===== src/hdl/priority_threshold_view_selector_assert.svh =====
// Assertion macros used by the selector top level.
`ifndef PRIORITY_THRESHOLD_VIEW_SELECTOR_ASSERT_SVH
`define PRIORITY_THRESHOLD_VIEW_SELECTOR_ASSERT_SVH

// Same-cycle implication, checked outside reset.
`define PTVS_ASSERT_NOW(label, pre, post) \
  label: assert property (@(posedge clk) disable iff (rst) (pre) |-> (post)) \
    else $error("selector check failed");

// Next-cycle implication, checked outside reset.
`define PTVS_ASSERT_NEXT(label, pre, post) \
  label: assert property (@(posedge clk) disable iff (rst) (pre) |=> (post)) \
    else $error("selector check failed");

`endif


===== src/hdl/ptvs_pkg.sv =====
`timescale 1ns / 1ps
`default_nettype none
package ptvs_pkg;

  // Rule word packing, MSB first.
  typedef struct packed {
    logic [3:0]  view;
    logic        enable;
    logic [1:0]  prio;
    logic [2:0]  mode;
    logic [31:0] threshold;
  } rule_t;

  localparam int RULE_W   = $bits(rule_t);
  localparam int REG_COUNT = 4;
  localparam int REG_IDX_W = 2;

  localparam logic [2:0] CMP_LT = 3'd0;
  localparam logic [2:0] CMP_LE = 3'd1;
  localparam logic [2:0] CMP_GT = 3'd2;
  localparam logic [2:0] CMP_GE = 3'd3;
  localparam logic [2:0] CMP_EQ = 3'd4;
  localparam logic [2:0] CMP_NE = 3'd5;

  localparam logic [1:0] PRIO_DEFAULT = 2'd0;

  localparam logic [1:0] DEC_RULE    = 2'd0;
  localparam logic [1:0] DEC_DEFAULT = 2'd1;
  localparam logic [1:0] DEC_KEPT    = 2'd2;

  localparam int QDEPTH = 2;

  typedef struct packed {
    logic full;
    logic empty;
  } qstat_t;

  function automatic logic cmp_holds(input logic [31:0] value, input logic [31:0] thr,
                                     input logic [2:0] mode);
    logic signed [31:0] a;
    logic signed [31:0] b;
    logic               r;
    a = $signed(value);
    b = $signed(thr);
    unique case (mode)
      CMP_LT:  r = (a < b);
      CMP_LE:  r = (a <= b);
      CMP_GT:  r = (a > b);
      CMP_GE:  r = (a >= b);
      CMP_EQ:  r = (a == b);
      CMP_NE:  r = (a != b);
      default: r = 1'b0;
    endcase
    return r;
  endfunction

endpackage
`default_nettype wire


===== src/hdl/ptvs_front.sv =====
`timescale 1ns / 1ps
`default_nettype none
module ptvs_front #(
  parameter int SLOT_COUNT = 4
) (
  input  wire logic             clk,
  input  wire logic             rst,
  input  wire ptvs_pkg::rule_t  rules [SLOT_COUNT],
  input  wire logic             in_valid,
  input  wire logic [1:0]       slot,
  input  wire logic [31:0]      sample,
  input  wire logic             q_full,
  output logic                  push,
  output logic [SLOT_COUNT-1:0] hit
);
  import ptvs_pkg::*;

  logic [31:0]           slot_values      [SLOT_COUNT];
  logic [31:0]           slot_values_next [SLOT_COUNT];
  logic [SLOT_COUNT-1:0] value_seen;
  logic [SLOT_COUNT-1:0] value_seen_next;

  assign push = in_valid && !q_full;

  // Compare against the value this item leaves behind.
  always_comb begin
    for (int i = 0; i < SLOT_COUNT; i++) begin
      if (int'(slot) == i) begin
        slot_values_next[i] = sample;
        value_seen_next[i]  = 1'b1;
      end else begin
        slot_values_next[i] = slot_values[i];
        value_seen_next[i]  = value_seen[i];
      end
      hit[i] = rules[i].enable && value_seen_next[i] && (rules[i].prio != PRIO_DEFAULT) &&
               cmp_holds(slot_values_next[i], rules[i].threshold, rules[i].mode);
    end
  end

  always_ff @(posedge clk) begin
    if (rst) begin
      value_seen <= '0;
    end else if (push) begin
      value_seen <= value_seen_next;
    end
  end

  always_ff @(posedge clk) begin
    if (push) begin
      for (int i = 0; i < SLOT_COUNT; i++) begin
        slot_values[i] <= slot_values_next[i];
      end
    end
  end

endmodule
`default_nettype wire


===== src/hdl/ptvs_queue.sv =====
`timescale 1ns / 1ps
`default_nettype none
module ptvs_queue #(
  parameter int WIDTH = 4
) (
  input  wire logic             clk,
  input  wire logic             rst,
  input  wire logic             push,
  input  wire logic [WIDTH-1:0] wdata,
  input  wire logic             pop,
  output logic [WIDTH-1:0]      rdata,
  output ptvs_pkg::qstat_t      stat
);
  import ptvs_pkg::*;

  localparam int PTR_W = (QDEPTH > 1) ? $clog2(QDEPTH) : 1;
  localparam int CNT_W = $clog2(QDEPTH + 1);

  logic [WIDTH-1:0] mem [QDEPTH];
  logic [PTR_W-1:0] wr_ptr;
  logic [PTR_W-1:0] rd_ptr;
  logic [CNT_W-1:0] count;
  logic             do_push;
  logic             do_pop;

  assign stat.full  = (count == CNT_W'(QDEPTH));
  assign stat.empty = (count == '0);
  assign do_push    = push && !stat.full;
  assign do_pop     = pop && !stat.empty;
  assign rdata      = mem[rd_ptr];

  always_ff @(posedge clk) begin
    if (rst) begin
      wr_ptr <= '0;
      rd_ptr <= '0;
      count  <= '0;
    end else begin
      if (do_push) begin
        wr_ptr <= (wr_ptr == PTR_W'(QDEPTH - 1)) ? '0 : wr_ptr + 1'b1;
      end
      if (do_pop) begin
        rd_ptr <= (rd_ptr == PTR_W'(QDEPTH - 1)) ? '0 : rd_ptr + 1'b1;
      end
      if (do_push && !do_pop) begin
        count <= count + 1'b1;
      end else if (do_pop && !do_push) begin
        count <= count - 1'b1;
      end
    end
  end

  always_ff @(posedge clk) begin
    if (do_push) begin
      mem[wr_ptr] <= wdata;
    end
  end

endmodule
`default_nettype wire


===== src/hdl/ptvs_back.sv =====
`timescale 1ns / 1ps
`default_nettype none
module ptvs_back #(
  parameter int SLOT_COUNT = 4,
  parameter int VIEW_COUNT = 16
) (
  input  wire logic                  clk,
  input  wire logic                  rst,
  input  wire ptvs_pkg::rule_t       rules [SLOT_COUNT],
  input  wire logic [SLOT_COUNT-1:0] hit,
  input  wire ptvs_pkg::qstat_t      qstat,
  output logic                       pop,
  output logic                       out_valid,
  input  wire logic                  out_stall,
  output logic [3:0]                 view_index,
  output logic [1:0]                 winning_slot,
  output logic [1:0]                 decided_by
);
  import ptvs_pkg::*;

  logic [3:0] current_view;
  logic [3:0] sel_view;
  logic [1:0] sel_slot;
  logic [1:0] sel_how;
  logic       found;

  // Saturate a rule's view to the last legal view.
  function automatic logic [3:0] sat_view(input logic [3:0] v);
    return ({1'b0, v} >= 5'(VIEW_COUNT)) ? 4'(VIEW_COUNT - 1) : v;
  endfunction

  assign pop = !qstat.empty && (!out_valid || !out_stall);

  // Scan levels high to low, lowest slot first; then the first default rule; else keep the view.
  always_comb begin
    found    = 1'b0;
    sel_view = current_view;
    sel_slot = '0;
    sel_how  = DEC_KEPT;
    for (int lvl = 3; lvl > 0; lvl--) begin
      for (int i = 0; i < SLOT_COUNT; i++) begin
        if (!found && hit[i] && (rules[i].prio == 2'(lvl))) begin
          found    = 1'b1;
          sel_view = sat_view(rules[i].view);
          sel_slot = 2'(i);
          sel_how  = DEC_RULE;
        end
      end
    end
    for (int i = 0; i < SLOT_COUNT; i++) begin
      if (!found && (rules[i].prio == PRIO_DEFAULT)) begin
        found    = 1'b1;
        sel_view = sat_view(rules[i].view);
        sel_slot = 2'(i);
        sel_how  = DEC_DEFAULT;
      end
    end
  end

  always_ff @(posedge clk) begin
    if (rst) begin
      out_valid    <= 1'b0;
      current_view <= '0;
    end else begin
      if (pop) begin
        out_valid    <= 1'b1;
        current_view <= sel_view;
      end else if (!out_stall) begin
        out_valid <= 1'b0;
      end
    end
  end

  always_ff @(posedge clk) begin
    if (pop) begin
      view_index   <= sel_view;
      winning_slot <= sel_slot;
      decided_by   <= sel_how;
    end
  end

endmodule
`default_nettype wire


===== src/hdl/priority_threshold_view_selector.sv =====
// Priority threshold view selector.
// Input channel (in_valid / in_stall): each item carries a slot number and a
// signed Q16.16 sample that replaces that slot's stored sensor value.
// Output channel (out_valid / out_stall): one item per input item, giving the
// chosen view, the slot whose rule decided it and how it was decided.
// Rule words are written through wr_en / wr_index / wr_data while idle; the
// user must keep to that, as the block itself does not enforce it.
// An item taken at a clock edge is pushed into the queue and then moved into
// the output register; one item per cycle is sustained while out_stall is
// low, given by the compare stage, the two-entry queue and the select stage.
// When the receiver stalls, the result is held in the output register and
// the queue absorbs up to two more items before in_stall rises.
// Reset (rst, synchronous) clears the rules, the seen flags, the queue and
// the current view; the output goes invalid.
`timescale 1ns / 1ps
`default_nettype none
module priority_threshold_view_selector #(
  parameter int SLOT_COUNT = 4,
  parameter int VIEW_COUNT = 16
) (
  input  wire logic        clk,
  input  wire logic        rst,
  input  wire logic        wr_en,
  input  wire logic [1:0]  wr_index,
  input  wire logic [41:0] wr_data,
  input  wire logic        in_valid,
  output logic             in_stall,
  input  wire logic [1:0]  slot,
  input  wire logic [31:0] sample,
  output logic             out_valid,
  input  wire logic        out_stall,
  output logic [3:0]       view_index,
  output logic [1:0]       winning_slot,
  output logic [1:0]       decided_by
);
  import ptvs_pkg::*;

  `include "priority_threshold_view_selector_assert.svh"

  rule_t                 rules [SLOT_COUNT];
  logic                  push;
  logic                  pop;
  logic [SLOT_COUNT-1:0] hit_in;
  logic [SLOT_COUNT-1:0] hit_out;
  qstat_t                qstat;

  // Writes past the implemented slots are dropped.
  always_ff @(posedge clk) begin
    if (rst) begin
      for (int i = 0; i < SLOT_COUNT; i++) begin
        rules[i] <= '0;
      end
    end else if (wr_en) begin
      for (int i = 0; i < SLOT_COUNT; i++) begin
        if ((int'(wr_index) == i) && (i < REG_COUNT)) begin
          rules[i] <= rule_t'(wr_data);
        end
      end
    end
  end

  assign in_stall = qstat.full;

  ptvs_front #(
    .SLOT_COUNT(SLOT_COUNT)
  ) u_front (
    .clk      (clk),
    .rst      (rst),
    .rules    (rules),
    .in_valid (in_valid),
    .slot     (slot),
    .sample   (sample),
    .q_full   (qstat.full),
    .push     (push),
    .hit      (hit_in)
  );

  ptvs_queue #(
    .WIDTH(SLOT_COUNT)
  ) u_queue (
    .clk   (clk),
    .rst   (rst),
    .push  (push),
    .wdata (hit_in),
    .pop   (pop),
    .rdata (hit_out),
    .stat  (qstat)
  );

  ptvs_back #(
    .SLOT_COUNT(SLOT_COUNT),
    .VIEW_COUNT(VIEW_COUNT)
  ) u_back (
    .clk          (clk),
    .rst          (rst),
    .rules        (rules),
    .hit          (hit_out),
    .qstat        (qstat),
    .pop          (pop),
    .out_valid    (out_valid),
    .out_stall    (out_stall),
    .view_index   (view_index),
    .winning_slot (winning_slot),
    .decided_by   (decided_by)
  );

  `PTVS_ASSERT_NOW(a_kept_slot_zero, out_valid && (decided_by == DEC_KEPT), winning_slot == '0)
  `PTVS_ASSERT_NOW(a_decided_legal, out_valid,
                   (decided_by == DEC_RULE) || (decided_by == DEC_DEFAULT) ||
                   (decided_by == DEC_KEPT))
  `PTVS_ASSERT_NEXT(a_item_held, in_valid && !in_stall, !qstat.empty || out_valid)
  `PTVS_ASSERT_NOW(a_queue_sane, 1'b1, !(qstat.full && qstat.empty))

endmodule
`default_nettype wire


===== config.mk =====
export PLATFORM = sky130hd
export DESIGN_NAME = priority_threshold_view_selector
export DESIGN_NICKNAME = d
export VERILOG_FILES = /design/src/hdl/ptvs_pkg.sv /design/src/hdl/ptvs_front.sv /design/src/hdl/ptvs_queue.sv /design/src/hdl/ptvs_back.sv /design/src/hdl/priority_threshold_view_selector.sv
export VERILOG_INCLUDE_DIRS = /design/src /design/src/hdl
export SDC_FILE = /design/constraint.sdc
export NUM_CORES = 1
export LEC_CHECK = 0
export ABC_AREA = 1
export BUFFER_PORTS_ARGS = -buffer_cell sky130_fd_sc_hd__buf_2
export CORE_UTILIZATION = 40
export DETAILED_ROUTE_END_ITERATION = 10
export HOLD_SLACK_MARGIN = 0.05
export PLACE_DENSITY_LB_ADDON = 0.08
export SKIP_CTS_REPAIR_TIMING = 1
export SLEW_MARGIN = 10
export SYNTH_ARGS = -nofsm -noshare
export SYNTH_HDL_FRONTEND = slang
export SYNTH_SLANG_ARGS = --single-unit

===== constraint.sdc =====
create_clock -name clk -period 11.6 [get_ports clk]
set_clock_uncertainty 0.2 [all_clocks]
set_input_delay 2.32 -clock clk [delete_from_list [all_inputs] [get_ports clk]]
set_output_delay 2.32 -clock clk [all_outputs]
set_load 0.005 [all_outputs]

==> results of run 1 <==
## cells in the mapped netlist
cell type	instances	area share [%]
clkbuf_1	76	1.7
clkbuf_8	1	0.083
o21ai_1	3	0.091
xor2_1	4	0.21
a21oi_1	239	7.2
nor4_1	6	0.23
nor3b_1	1	0.046
nand2_4	3	0.20
nor2_1	112	2.5
a211oi_1	2	0.091
nand4_1	21	0.80
or2_2	6	0.23
nand3_2	3	0.18
nor4_2	1	0.076
inv_2	2	0.046
o2111ai_1	1	0.053
clkinv_1	5	0.11
edfxtp_1	144	26
nor3_1	14	0.42
ha_1	129	9.8
nor2_4	4	0.27
nand2_1	311	7.1
buf_6	1	0.068
inv_1	288	6.5
o21a_1	5	0.23
nand4_4	1	0.13
nand2_2	4	0.15
o21bai_1	3	0.14
o211ai_1	9	0.41
o221ai_1	4	0.21
o21ai_0	349	11
xnor2_1	3	0.16
nand4_2	2	0.15
a31oi_1	4	0.15
dfxtp_1	182	22
nand3_1	42	1.3
## routing by layer
metal  vias to the layer above  GRT usage, %  part of all wire (%)
met3                        54          3.61                   3.8
met5                         -             0                     0
li1                       6831             -                     -
met2                       208          34.8                    46
met1                      6020          28.9                    48
met4                         0          5.19                   1.9
## flip-flops by register name, indices dropped and copies added (netlist names), named ones only
register,count
u_back.view_index,4
rules,168
u_back.current_view,4
u_back.winning_slot,2
u_back.decided_by,2
u_queue.rd_ptr,1
u_queue.count,2
u_front.value_seen,4
u_queue.wr_ptr,1
u_front.slot_values,128
u_back.out_valid,1
u_queue.mem,8
## cells by family (layout without fill, tap and decap cells)
family,Yosys count,in the layout
compound gates,619,619
flops,326,326
simple gates,531,531
xor+xnor,7,7
fa+ha+maj,129,129
buf+inv,373,467
## through the flow
| step | total power (uW) | area (sq um) | utilization, % | hold WS [ns] | instances |
|---|---|---|---|---|---|
| 6_report | 3370 | 18600 | 45.8 | 0.252 | 2611 |
| 5_1_grt | 3590 | 18600 | 45.8 | 0.273 | 2611 |
| 4_1_cts | 3420 | 18600 | 45.8 | 0.254 | 2611 |
| 3_5_place_dp | 2230 | 17400 | 42.8 | 0.242 | 2540 |
| 3_3_place_gp | 2220 | 17400 | 42.8 | 0.238 | 2540 |
| 2_1_floorplan | 2010 | 16500 | - | 0.220 | 1985 |
## area by class of cell
type / count / area, sq um / area share (%)
clock buffers: 57 / 1150 / 6.15
clock inverters: 14 / 65.1 / 0.349
inverters: 295 / 1110 / 5.98
multi-input cells: 1286 / 7160 / 38.4
flip-flops and latches: 326 / 7970 / 42.7
well taps: 532 / 666 / 3.57
repair buffers: 101 / 528 / 2.83
## worst max-delay path: stages
cell     delay, ns
buf_2         0.13
nand2_2       0.05
buf_4         0.53
o21ai_0       0.24
ha_1          0.45
nand2_1       0.13
nor2_1        0.20
nand4_1       0.23
nor4_1        0.58
o21ai_0       0.25
nand2_1       0.17
xor2_1        0.21
nand2_1       0.07
nand3_1       0.07
nand2_1       0.05
nor2_1        0.13
nor2_1        0.06
## worst min path at each step
stage                         from              to  slack (ns)  depth (start not counted)
floorplan                rules[79]       rules[79]        0.22                          2
global placement    u_queue.rd_ptr  u_queue.rd_ptr        0.24                          1
detailed placement  u_queue.rd_ptr        register        0.24                          1
finish                   rules[79]       rules[79]        0.25                          2
global route             rules[10]       rules[10]        0.27                          2
CTS                       rules[0]        rules[0]        0.25                          2
## power breakdown
part	switching (uW)	internal [uW]	total (uW)
sequential	53.7	1410	1460
clock	485	684	1170
combinational	491	251	743
total	1030	2340	3370
==> summary.md, run 1 <==
| Metric | Value |
|---|---|
| CTS Sinks | `~330` |
| Most frequent cells in the layout | `o21ai_0, nand2_1, inv_1` |
| Largest family of logic cells by synthesized area | `compound AO/OA/AOI/OAI gates` |
| Gr usage total | `21.2%` |
| Failing checks | `design-rule violations` |
| Commonest non-fill, non-tap cell in the layout | `o21ai_0` |
| First-pass GRT wire length | `a little under 70,000 microns` |
| Final hold vios | `0` |
| Reg2Reg Depth | `15` |
| WS Path Type | `input port to register` |
| Total die area | `42,100 sq um` |
| Max IR drop VDD | `108 uV` |
| Yosys reg bits | `around 330` |
| Net count, final | `2,262` |
| Initial Utilization | `40.5%` |
| Leak | `0.00785 uW` |
| Die extent in x | `205 microns` |
| RR Startpoint | `u_front.slot_values[3][31]` |
| Synth Area in Compound Gates | `19.2%` |
| ANT cells | `0` |
| Syn Inst Count | `1,985` |
| Crit path from | `slot[1]` |
| Number of fill cells | `4,089` |
| Layout cells sized above 1 | `under 10%` |
| Io pins | `93` |
| CTS buffer count | `40` |
| Initial DRC count | `835` |
| Critical path arrival | `5.90 ns` |
| Worst slew pin tran | `approximately 1.0 ns` |
| Avg Cell Area, Syn | `8.31 sq um` |
| Core Region | `40,700 sq um` |
| CTS clk-pin slew, worst paths | `0.06 ns` |
| Number of global-route vias before repair | `12,300` |
| Clock root buffer | `clkbuf_16` |
| Mapped cell area | `approximately 17,000 sq um` |
| CP Capture Type | `register` |
| Total gr overflow | `0` |
| Multiplexer share of the synthesized area | `0%` |
| Antenna viol nets, final | `0` |
| Final Wtd Congestion | `just under 0.9` |
| DRT Pass-1 Iters | `11` |
| Routed WL | `43,900 microns` |
| Pre-CTS setup slack | `~5.2 ns` |
| Clock tree from TritonCTS | `built` |
| Critical path endpoint | `u_queue.mem[1][3]` |
| Num rows | `74` |
| Setup violators final | `0` |
| Antenna violations before repair | `0` |
| Status | `complete, but fails checks` |
| Final Cycle Share | `50.0%` |
| CTS max path bufs | `3` |
| R2R Path End | `u_queue.mem[1][3]` |
| DRC viols | `1` |
| Crit path required time | `11.70 ns` |
| Unrepaired setup endpoints after global routing | `false` |
| R2r setup slk | `8.01 ns` |
| Worst rel slew slack | `31.5%` |
| Fin Setup TNS | `0 ns` |
| Minimum clock period | `5.80 ns` |
| Register area share after synthesis | `48.3%` |
| CP max FO | `64` |
| Die Y | `205 microns` |
| Via density | `around 5` |
| P per Cell Area | `181 nW/um^2` |
| Achievable frequency | `approximately 170 MHz` |
| Syn nets | `2,197` |
| Clk_lat worst skew | `0.55 ns` |
| WL per Instance | `about 17 microns` |
| Final worst slack | `5.80 ns` |
| Port-buffer cells | `just over 90` |
| Distinct cells, synth | `36` |
| Post-Synth Simple-Gate Area | `13.8%` |
| Max Slew Vio Count | `0` |
| Max Cap Violations | `0` |
| Worst hold path type | `register to register` |
| Layout area overhead | `13.0%` |
| Area share of fa/ha/maj cells after synthesis | `9.78%` |
| Startpoint types | `input port` |
| XOR/XNOR Fraction of Synth Area | `less than 1%` |
| H-tree depth | `2` |
| Via count | `13,100` |
| HPWL after DPL | `29,900 microns` |
| Largest net degree at the start of global routing | `91` |
| Number of synthesis warnings | `0` |
(Power assumes the default switching activity.)
==> run 2: changes to the inputs <==
==> constraint.sdc (replaced) <==
create_clock -name clk -period 5.1 [get_ports clk]
set_clock_uncertainty 0.2 [all_clocks]
set_input_delay 1.02 -clock clk [delete_from_list [all_inputs] [get_ports clk]]
set_output_delay 1.02 -clock clk [all_outputs]
set_load 0.005 [all_outputs]
==> summary.md, run 2 (synthesis gave the netlist of run 1 again) <==
| Metric | Value |
|---|---|
| Status | `finished, final reports clean` |
| P per Cell Area | `between 400 and 500 nW/um^2` |
| Die extent in x | `between 200 and 250 microns` |
| Clock tree from TritonCTS | `built` |
| Final Wtd Congestion | `0.920` |
| Total die area | `around 42,000 sq um` |
| Gr usage total | `21.6%` |
| Commonest non-fill, non-tap cell in the layout | `o21ai_0` |
| Io pins | `93` |
| Routed WL | `44,700 microns` |
| CTS clk-pin slew, worst paths | `0.06 ns` |
| Total gr overflow | `0` |
| Antenna viol nets, final | `0` |
| Layout cells sized above 1 | `9.54%` |
| H-tree depth | `2` |
| Via count | `between 10,000 and 15,000` |
| DRC viols | `0` |
| Crit path required time | `5.19 ns` |
| Unrepaired setup endpoints after global routing | `false` |
| DRT Pass-1 Iters | `7` |
| Leak | `0.00794 uW` |
| WS Path Type | `input port to register` |
| Layout area overhead | `14.1%` |
| Final worst slack | `around 1.1 ns` |
| Worst hold path type | `register to register` |
| Largest register by flop count | `rules` |
| Startpoint types | `input port` |
| Initial DRC count | `758` |
| Fin Setup TNS | `0 ns` |
| Die Y | `205 microns` |
| Hold wc startpoint | `rules[37]` |
| Worst slew pin tran | `0.989 ns` |
| Number of global-route vias before repair | `12,500` |
| Setup violators final | `0` |
| Largest net degree at the start of global routing | `~170` |
| Clock root buffer | `clkbuf_16` |
| RR Startpoint | `u_front.slot_values[3][31]` |
| CP max FO | `46` |
| Core Region | `between 40,000 and 50,000 sq um` |
| Minimum clock period | `between 4 and 5 ns` |
| Achievable frequency | `247 MHz` |
| Net count, final | `2,269` |
| Clk_lat worst skew | `0.55 ns` |
| Port-buffer cells | `92` |
| Hold Path Depth | `2` |
| Max reg flops | `168` |
| Critical path arrival | `4.14 ns` |
| Final hold vios | `0` |
| Most frequent cells in the layout | `o21ai_0, nand2_1, inv_1` |
| Max Slew Vio Count | `0` |
| Num rows | `74` |
| CTS max path bufs | `3` |
| R2r setup slk | `1.62 ns` |
| Via density | `~5.1` |
| Worst rel slew slack | `about a third` |
| CTS Sinks | `326` |
| CTS buffer count | `39` |
| CP Capture Type | `register` |
| HPWL after DPL | `around 31,000 microns` |
| Final Cycle Share | `79.2%` |
| Initial Utilization | `between 40% and 50%` |
| ANT cells | `0` |
| Max IR drop VDD | `around 210 uV` |
| Hold endpoint | `rules[37]` |
| R2R Path End | `u_queue.mem[0][3]` |
| WL per Instance | `17.1 microns` |
| First-pass GRT wire length | `70,200 microns` |
| Antenna violations before repair | `0` |
| Pre-CTS setup slack | `0.485 ns` |
| Max Cap Violations | `0` |
| Reg2Reg Depth | `17` |
| Largest registers | `rules: 168 flops, u_front.slot_values: 128 flops, u_queue.mem: 8 flops` |
## run 2: changes by cell type in the layout (fill, tap and decap cells not counted)
cell	change
buf_12	+6
clkinv_2	+2
clkinv_1	-4
clkbuf_1	+5
buf_4	+2
clkinvlp_4	-1
clkbuf_8	-6
bufinv_16	+4
## run 2: how the worst max path moves through the flow
stage | startpoint | end | slack [ns] | depth (start not counted)
2_1_floorplan | in_valid | u_queue.count[1] | 0.08 | 7
3_3_place_gp | slot[0] | u_queue.mem[0][1] | 0.56 | 18
3_5_place_dp | slot[0] | u_queue.mem[0][1] | 0.49 | 20
4_1_cts | slot[0] | u_queue.mem[0][1] | 1.05 | 20
5_1_grt | slot[0] | u_queue.mem[0][1] | 0.65 | 20
6_report | slot[0] | u_queue.mem[0][1] | 1.06 | 20
## run 2: routing by layer
| layer | track usage (%) | wire [microns] |
|---|---|---|
| met5 | 0 | 0 |
| met4 | 6.24 | 885 |
| met3 | 2.83 | 1930 |
| met2 | 34.2 | 20000 |
| met1 | 30.6 | 21900 |
## run 2: cell type report
type | instances | area (sq um)
fill | 4067 | 21900
timing repair buffer | 109 | 663
clock buffer | 56 | 1080
clock inverter | 15 | 173
tap | 532 | 666
inverter | 295 | 1110
sequential | 326 | 7970
multi-input combinational | 1286 | 7160
## run 2: power by group
group,total (uW),internal (uW),switching (uW)
Combinational,1710,585,1120
Clock,2800,1680,1120
Sequential,3330,3200,125
## run 2: critical path, stage by stage
cell and delay, ns:
buf_2 0.13, inv_1 0.08, nor2_1 0.08, inv_2 0.51, buf_4 0.34, nand2_1 0.08, o21ai_0 0.11, ha_1 0.29
a21oi_1 0.16, o21ai_0 0.10, nand2_1 0.07, a31oi_1 0.09, a211oi_1 0.23, nand2_1 0.10, xor2_1 0.22, nor2_1 0.08
o21ai_0 0.17, a21oi_1 0.06, nor2_1 0.14, nor2_1 0.07
## run 2: per-stage QoR
stage / power, uW / hold WS (ns) / cells / cell area (sq um) / utilization, %
CTS: 7920 / 0.256 / 2619 / 18800 / 46.2
global route: 8300 / 0.266 / 2619 / 18800 / 46.2
detailed placement: 5090 / 0.246 / 2548 / 17600 / 43.1
global placement: 5060 / 0.233 / 2548 / 17600 / 43.1
floorplan: 4570 / 0.220 / 1985 / 16500 / -
finish: 7830 / 0.253 / 2619 / 18800 / 46.2
==> run 3: changes to the inputs <==
==> constraint.sdc (replaced) <==
create_clock -name clk -period 4 [get_ports clk]
set_clock_uncertainty 0.2 [all_clocks]
set_input_delay 0.8 -clock clk [delete_from_list [all_inputs] [get_ports clk]]
set_output_delay 0.8 -clock clk [all_outputs]
set_load 0.005 [all_outputs]
==> summary.md, run 3 (synthesis gave the netlist of run 1 again) <==
| Metric | Value |
|---|---|
| P per Cell Area | `525 nW/um^2` |
| Initial DRC count | `around 730` |
| R2R Path End | `u_queue.mem[0][1]` |
| Net count, final | `2,320` |
| Port-buffer cells | `92` |
| Max reg flops | `168` |
| CP max stage cell | `ha_1` |
| Antenna violations before repair | `0` |
| Setup violators final | `0` |
| Critical path endpoint | `u_queue.mem[0][1]` |
| DRT Pass-1 Iters | `5` |
| Commonest non-fill, non-tap cell in the layout | `o21ai_0` |
| WS Path Type | `input port to register` |
| Max Slew Vio Count | `0` |
| CP max FO | `47` |
| Most frequent cells in the layout | `o21ai_0, nand2_1, inv_1` |
| Max Cap Violations | `0` |
| First-pass GRT wire length | `70,000 microns` |
| Worst rel slew slack | `39.3%` |
| Antenna viol nets, final | `0` |
| Largest register by flop count | `rules` |
| Largest registers | `rules: 168 flops, u_front.slot_values: 128 flops, u_queue.mem: 8 flops` |
| Final Cycle Share | `between 80% and 90%` |
| Crit path max-delay family | `simple AND/OR/NAND/NOR gates` |
| Clock share of power | `a little over a third` |
| Final core utilization | `47.4%` |
| Worst slew pin tran | `~0.91 ns` |
| Flop pwr share | `approximately two fifths` |
| Via density | `5.00` |
| WP depth | `23` |
| NetSw | `3030 uW` |
| Unrepaired setup endpoints after global routing | `false` |
| Total gr overflow | `0` |
| CTS buffer count | `39` |
| Crit path required time | `4.10 ns` |
| Clock tree from TritonCTS | `built` |
| Max IR drop VDD | `about 320 uV` |
| Leak | `0.00822 uW` |
| Io pins | `93` |
| Startpoint types | `input port` |
| P_int | `between 7000 and 8000 uW` |
| Buffer and inverter count on the worst path | `5` |
| Crit path from | `slot[0]` |
| Number of fill cells | `between 4,000 and 5,000` |
| Status | `finished, final reports clean` |
| Critical path, cell by cell | `buf_2 > inv_1 > nor2_1 > inv_2 > buf_12 > buf_4 > nand2_1 > o21ai_0 > ha_1 > nand2_1 > nor2_1 > nand2_1 > o211ai_1 > nand2_1 > nand3_1 > o21ai_0 > nand2_1 > xor2_1 > nor2_1 > o21ai_0 > a21oi_1 > nor2_1 > nor2_1` |
| Total die area | `~42,000 sq um` |
| RR Startpoint | `u_front.slot_values[1][0]` |
| Die extent in x | `just over 200 microns` |
| Critical path arrival | `3.67 ns` |
| HPWL after DPL | `31,300 microns` |
| Hold slack | `0.245 ns` |
| Achievable frequency | `~280 MHz` |
| Tot Pwr | `approximately 10,000 uW` |
| Final hold vios | `0` |
| Core Region | `~41,000 sq um` |
| CTS clk-pin slew, worst paths | `~0.06 ns` |
| CP Capture Type | `register` |
| Routed WL | `44,200 microns` |
| Die Y | `205 microns` |
| Layout cells sized above 1 | `11.8%` |
| Layout area overhead | `16.9%` |
| Fin Setup TNS | `0 ns` |
| Minimum clock period | `3.57 ns` |
| Number of global-route vias before repair | `12,500` |
| Gr usage total | `21.4%` |
| Reg2Reg Depth | `18` |
| Initial Utilization | `40.5%` |
| Final Wtd Congestion | `0.874` |
| H-tree depth | `2` |
| Num rows | `74` |
| R2r setup slk | `about 0.9 ns` |
| Via count | `13,300` |
| ANT cells | `0` |
| Comb pwr share | `22.7%` |
| CTS Sinks | `between 300 and 400` |
| Worst hold path type | `register to register` |
| CTS max path bufs | `3` |
| Sw Share | `about 30%` |
| WL per Instance | `16.6 microns` |
| Slowest stage delay, CP | `about 0.31 ns` |
| DRC viols | `0` |
| Largest net degree at the start of global routing | `~130` |
| Clk_lat worst skew | `0.55 ns` |
| Clock root buffer | `clkbuf_16` |
==> run 3: cell types whose count changed in the layout (fill, tap and decap cells not counted) <==
cell,delta
bufinv_16,-1
clkbuf_8,+6
inv_6,-1
o21ai_0,-3
o21ai_4,+1
clkinv_4,+2
clkinvlp_4,+1
o21ai_1,+2
buf_12,+4
clkbuf_1,-3
clkinv_2,-6
buf_4,+47
==> run 3: stage by stage <==
| stage | worst slack, ns | instance area [sq um] | std cells |
|---|---|---|---|
| CTS | 0.406 | 19300 | 2668 |
| finish | 0.429 | 19300 | 2668 |
| global placement | -0.165 | 18000 | 2599 |
| global route | 0.0634 | 19300 | 2668 |
| detailed placement | -0.174 | 18000 | 2599 |
| floorplan | -0.0180 | 16500 | 1985 |
==> run 3: worst min path at each step <==
stage          startpoint   endpoint  slack [ns]  depth (start not counted)
2_1_floorplan   rules[79]  rules[79]        0.22                          2
3_3_place_gp    rules[79]  rules[79]        0.23                          2
3_5_place_dp    rules[79]  rules[79]        0.23                          2
4_1_cts         rules[79]  rules[79]        0.24                          2
5_1_grt         rules[79]  rules[79]        0.26                          2
6_report        rules[79]  rules[79]        0.24                          2
==> run 3: area by class of cell <==
type | count | area, sq um | share of cell area [%]
clock buffer | 59 | 1150 | 5.98
clock inverter | 10 | 130 | 0.674
inverter | 295 | 1110 | 5.77
multi-input combinational | 1286 | 7170 | 37.2
sequential | 326 | 7970 | 41.3
tap | 532 | 666 | 3.45
timing repair buffer | 160 | 1100 | 5.68
==> run 3: per-layer routing <==
layer  part of all wire (%)  global-route usage (%)
met1                     50                    30.5
met2                     45                    34.2
met3                    3.9                    3.26
met4                    1.5                    4.58
met5                      0                       0
==> run 3: tightest hold or removal path, stage by stage, from the launching register on <==
cell	delay [ns]
dfxtp_1	0.31
inv_1	0.04
a21oi_1	0.05
==> run 3: power by group through the flow <==
| stage | registers (uW) | logic (uW) | clock network (uW) |
|---|---|---|---|
| after floorplan | 4280 | 1550 | 0 |
| after global placement | 4300 | 2280 | 0 |
| after detailed placement | 4310 | 2310 | 0 |
| after CTS | 4250 | 2320 | 3690 |
| after global routing | 4290 | 2660 | 3820 |
| final | 4240 | 2300 | 3590 |
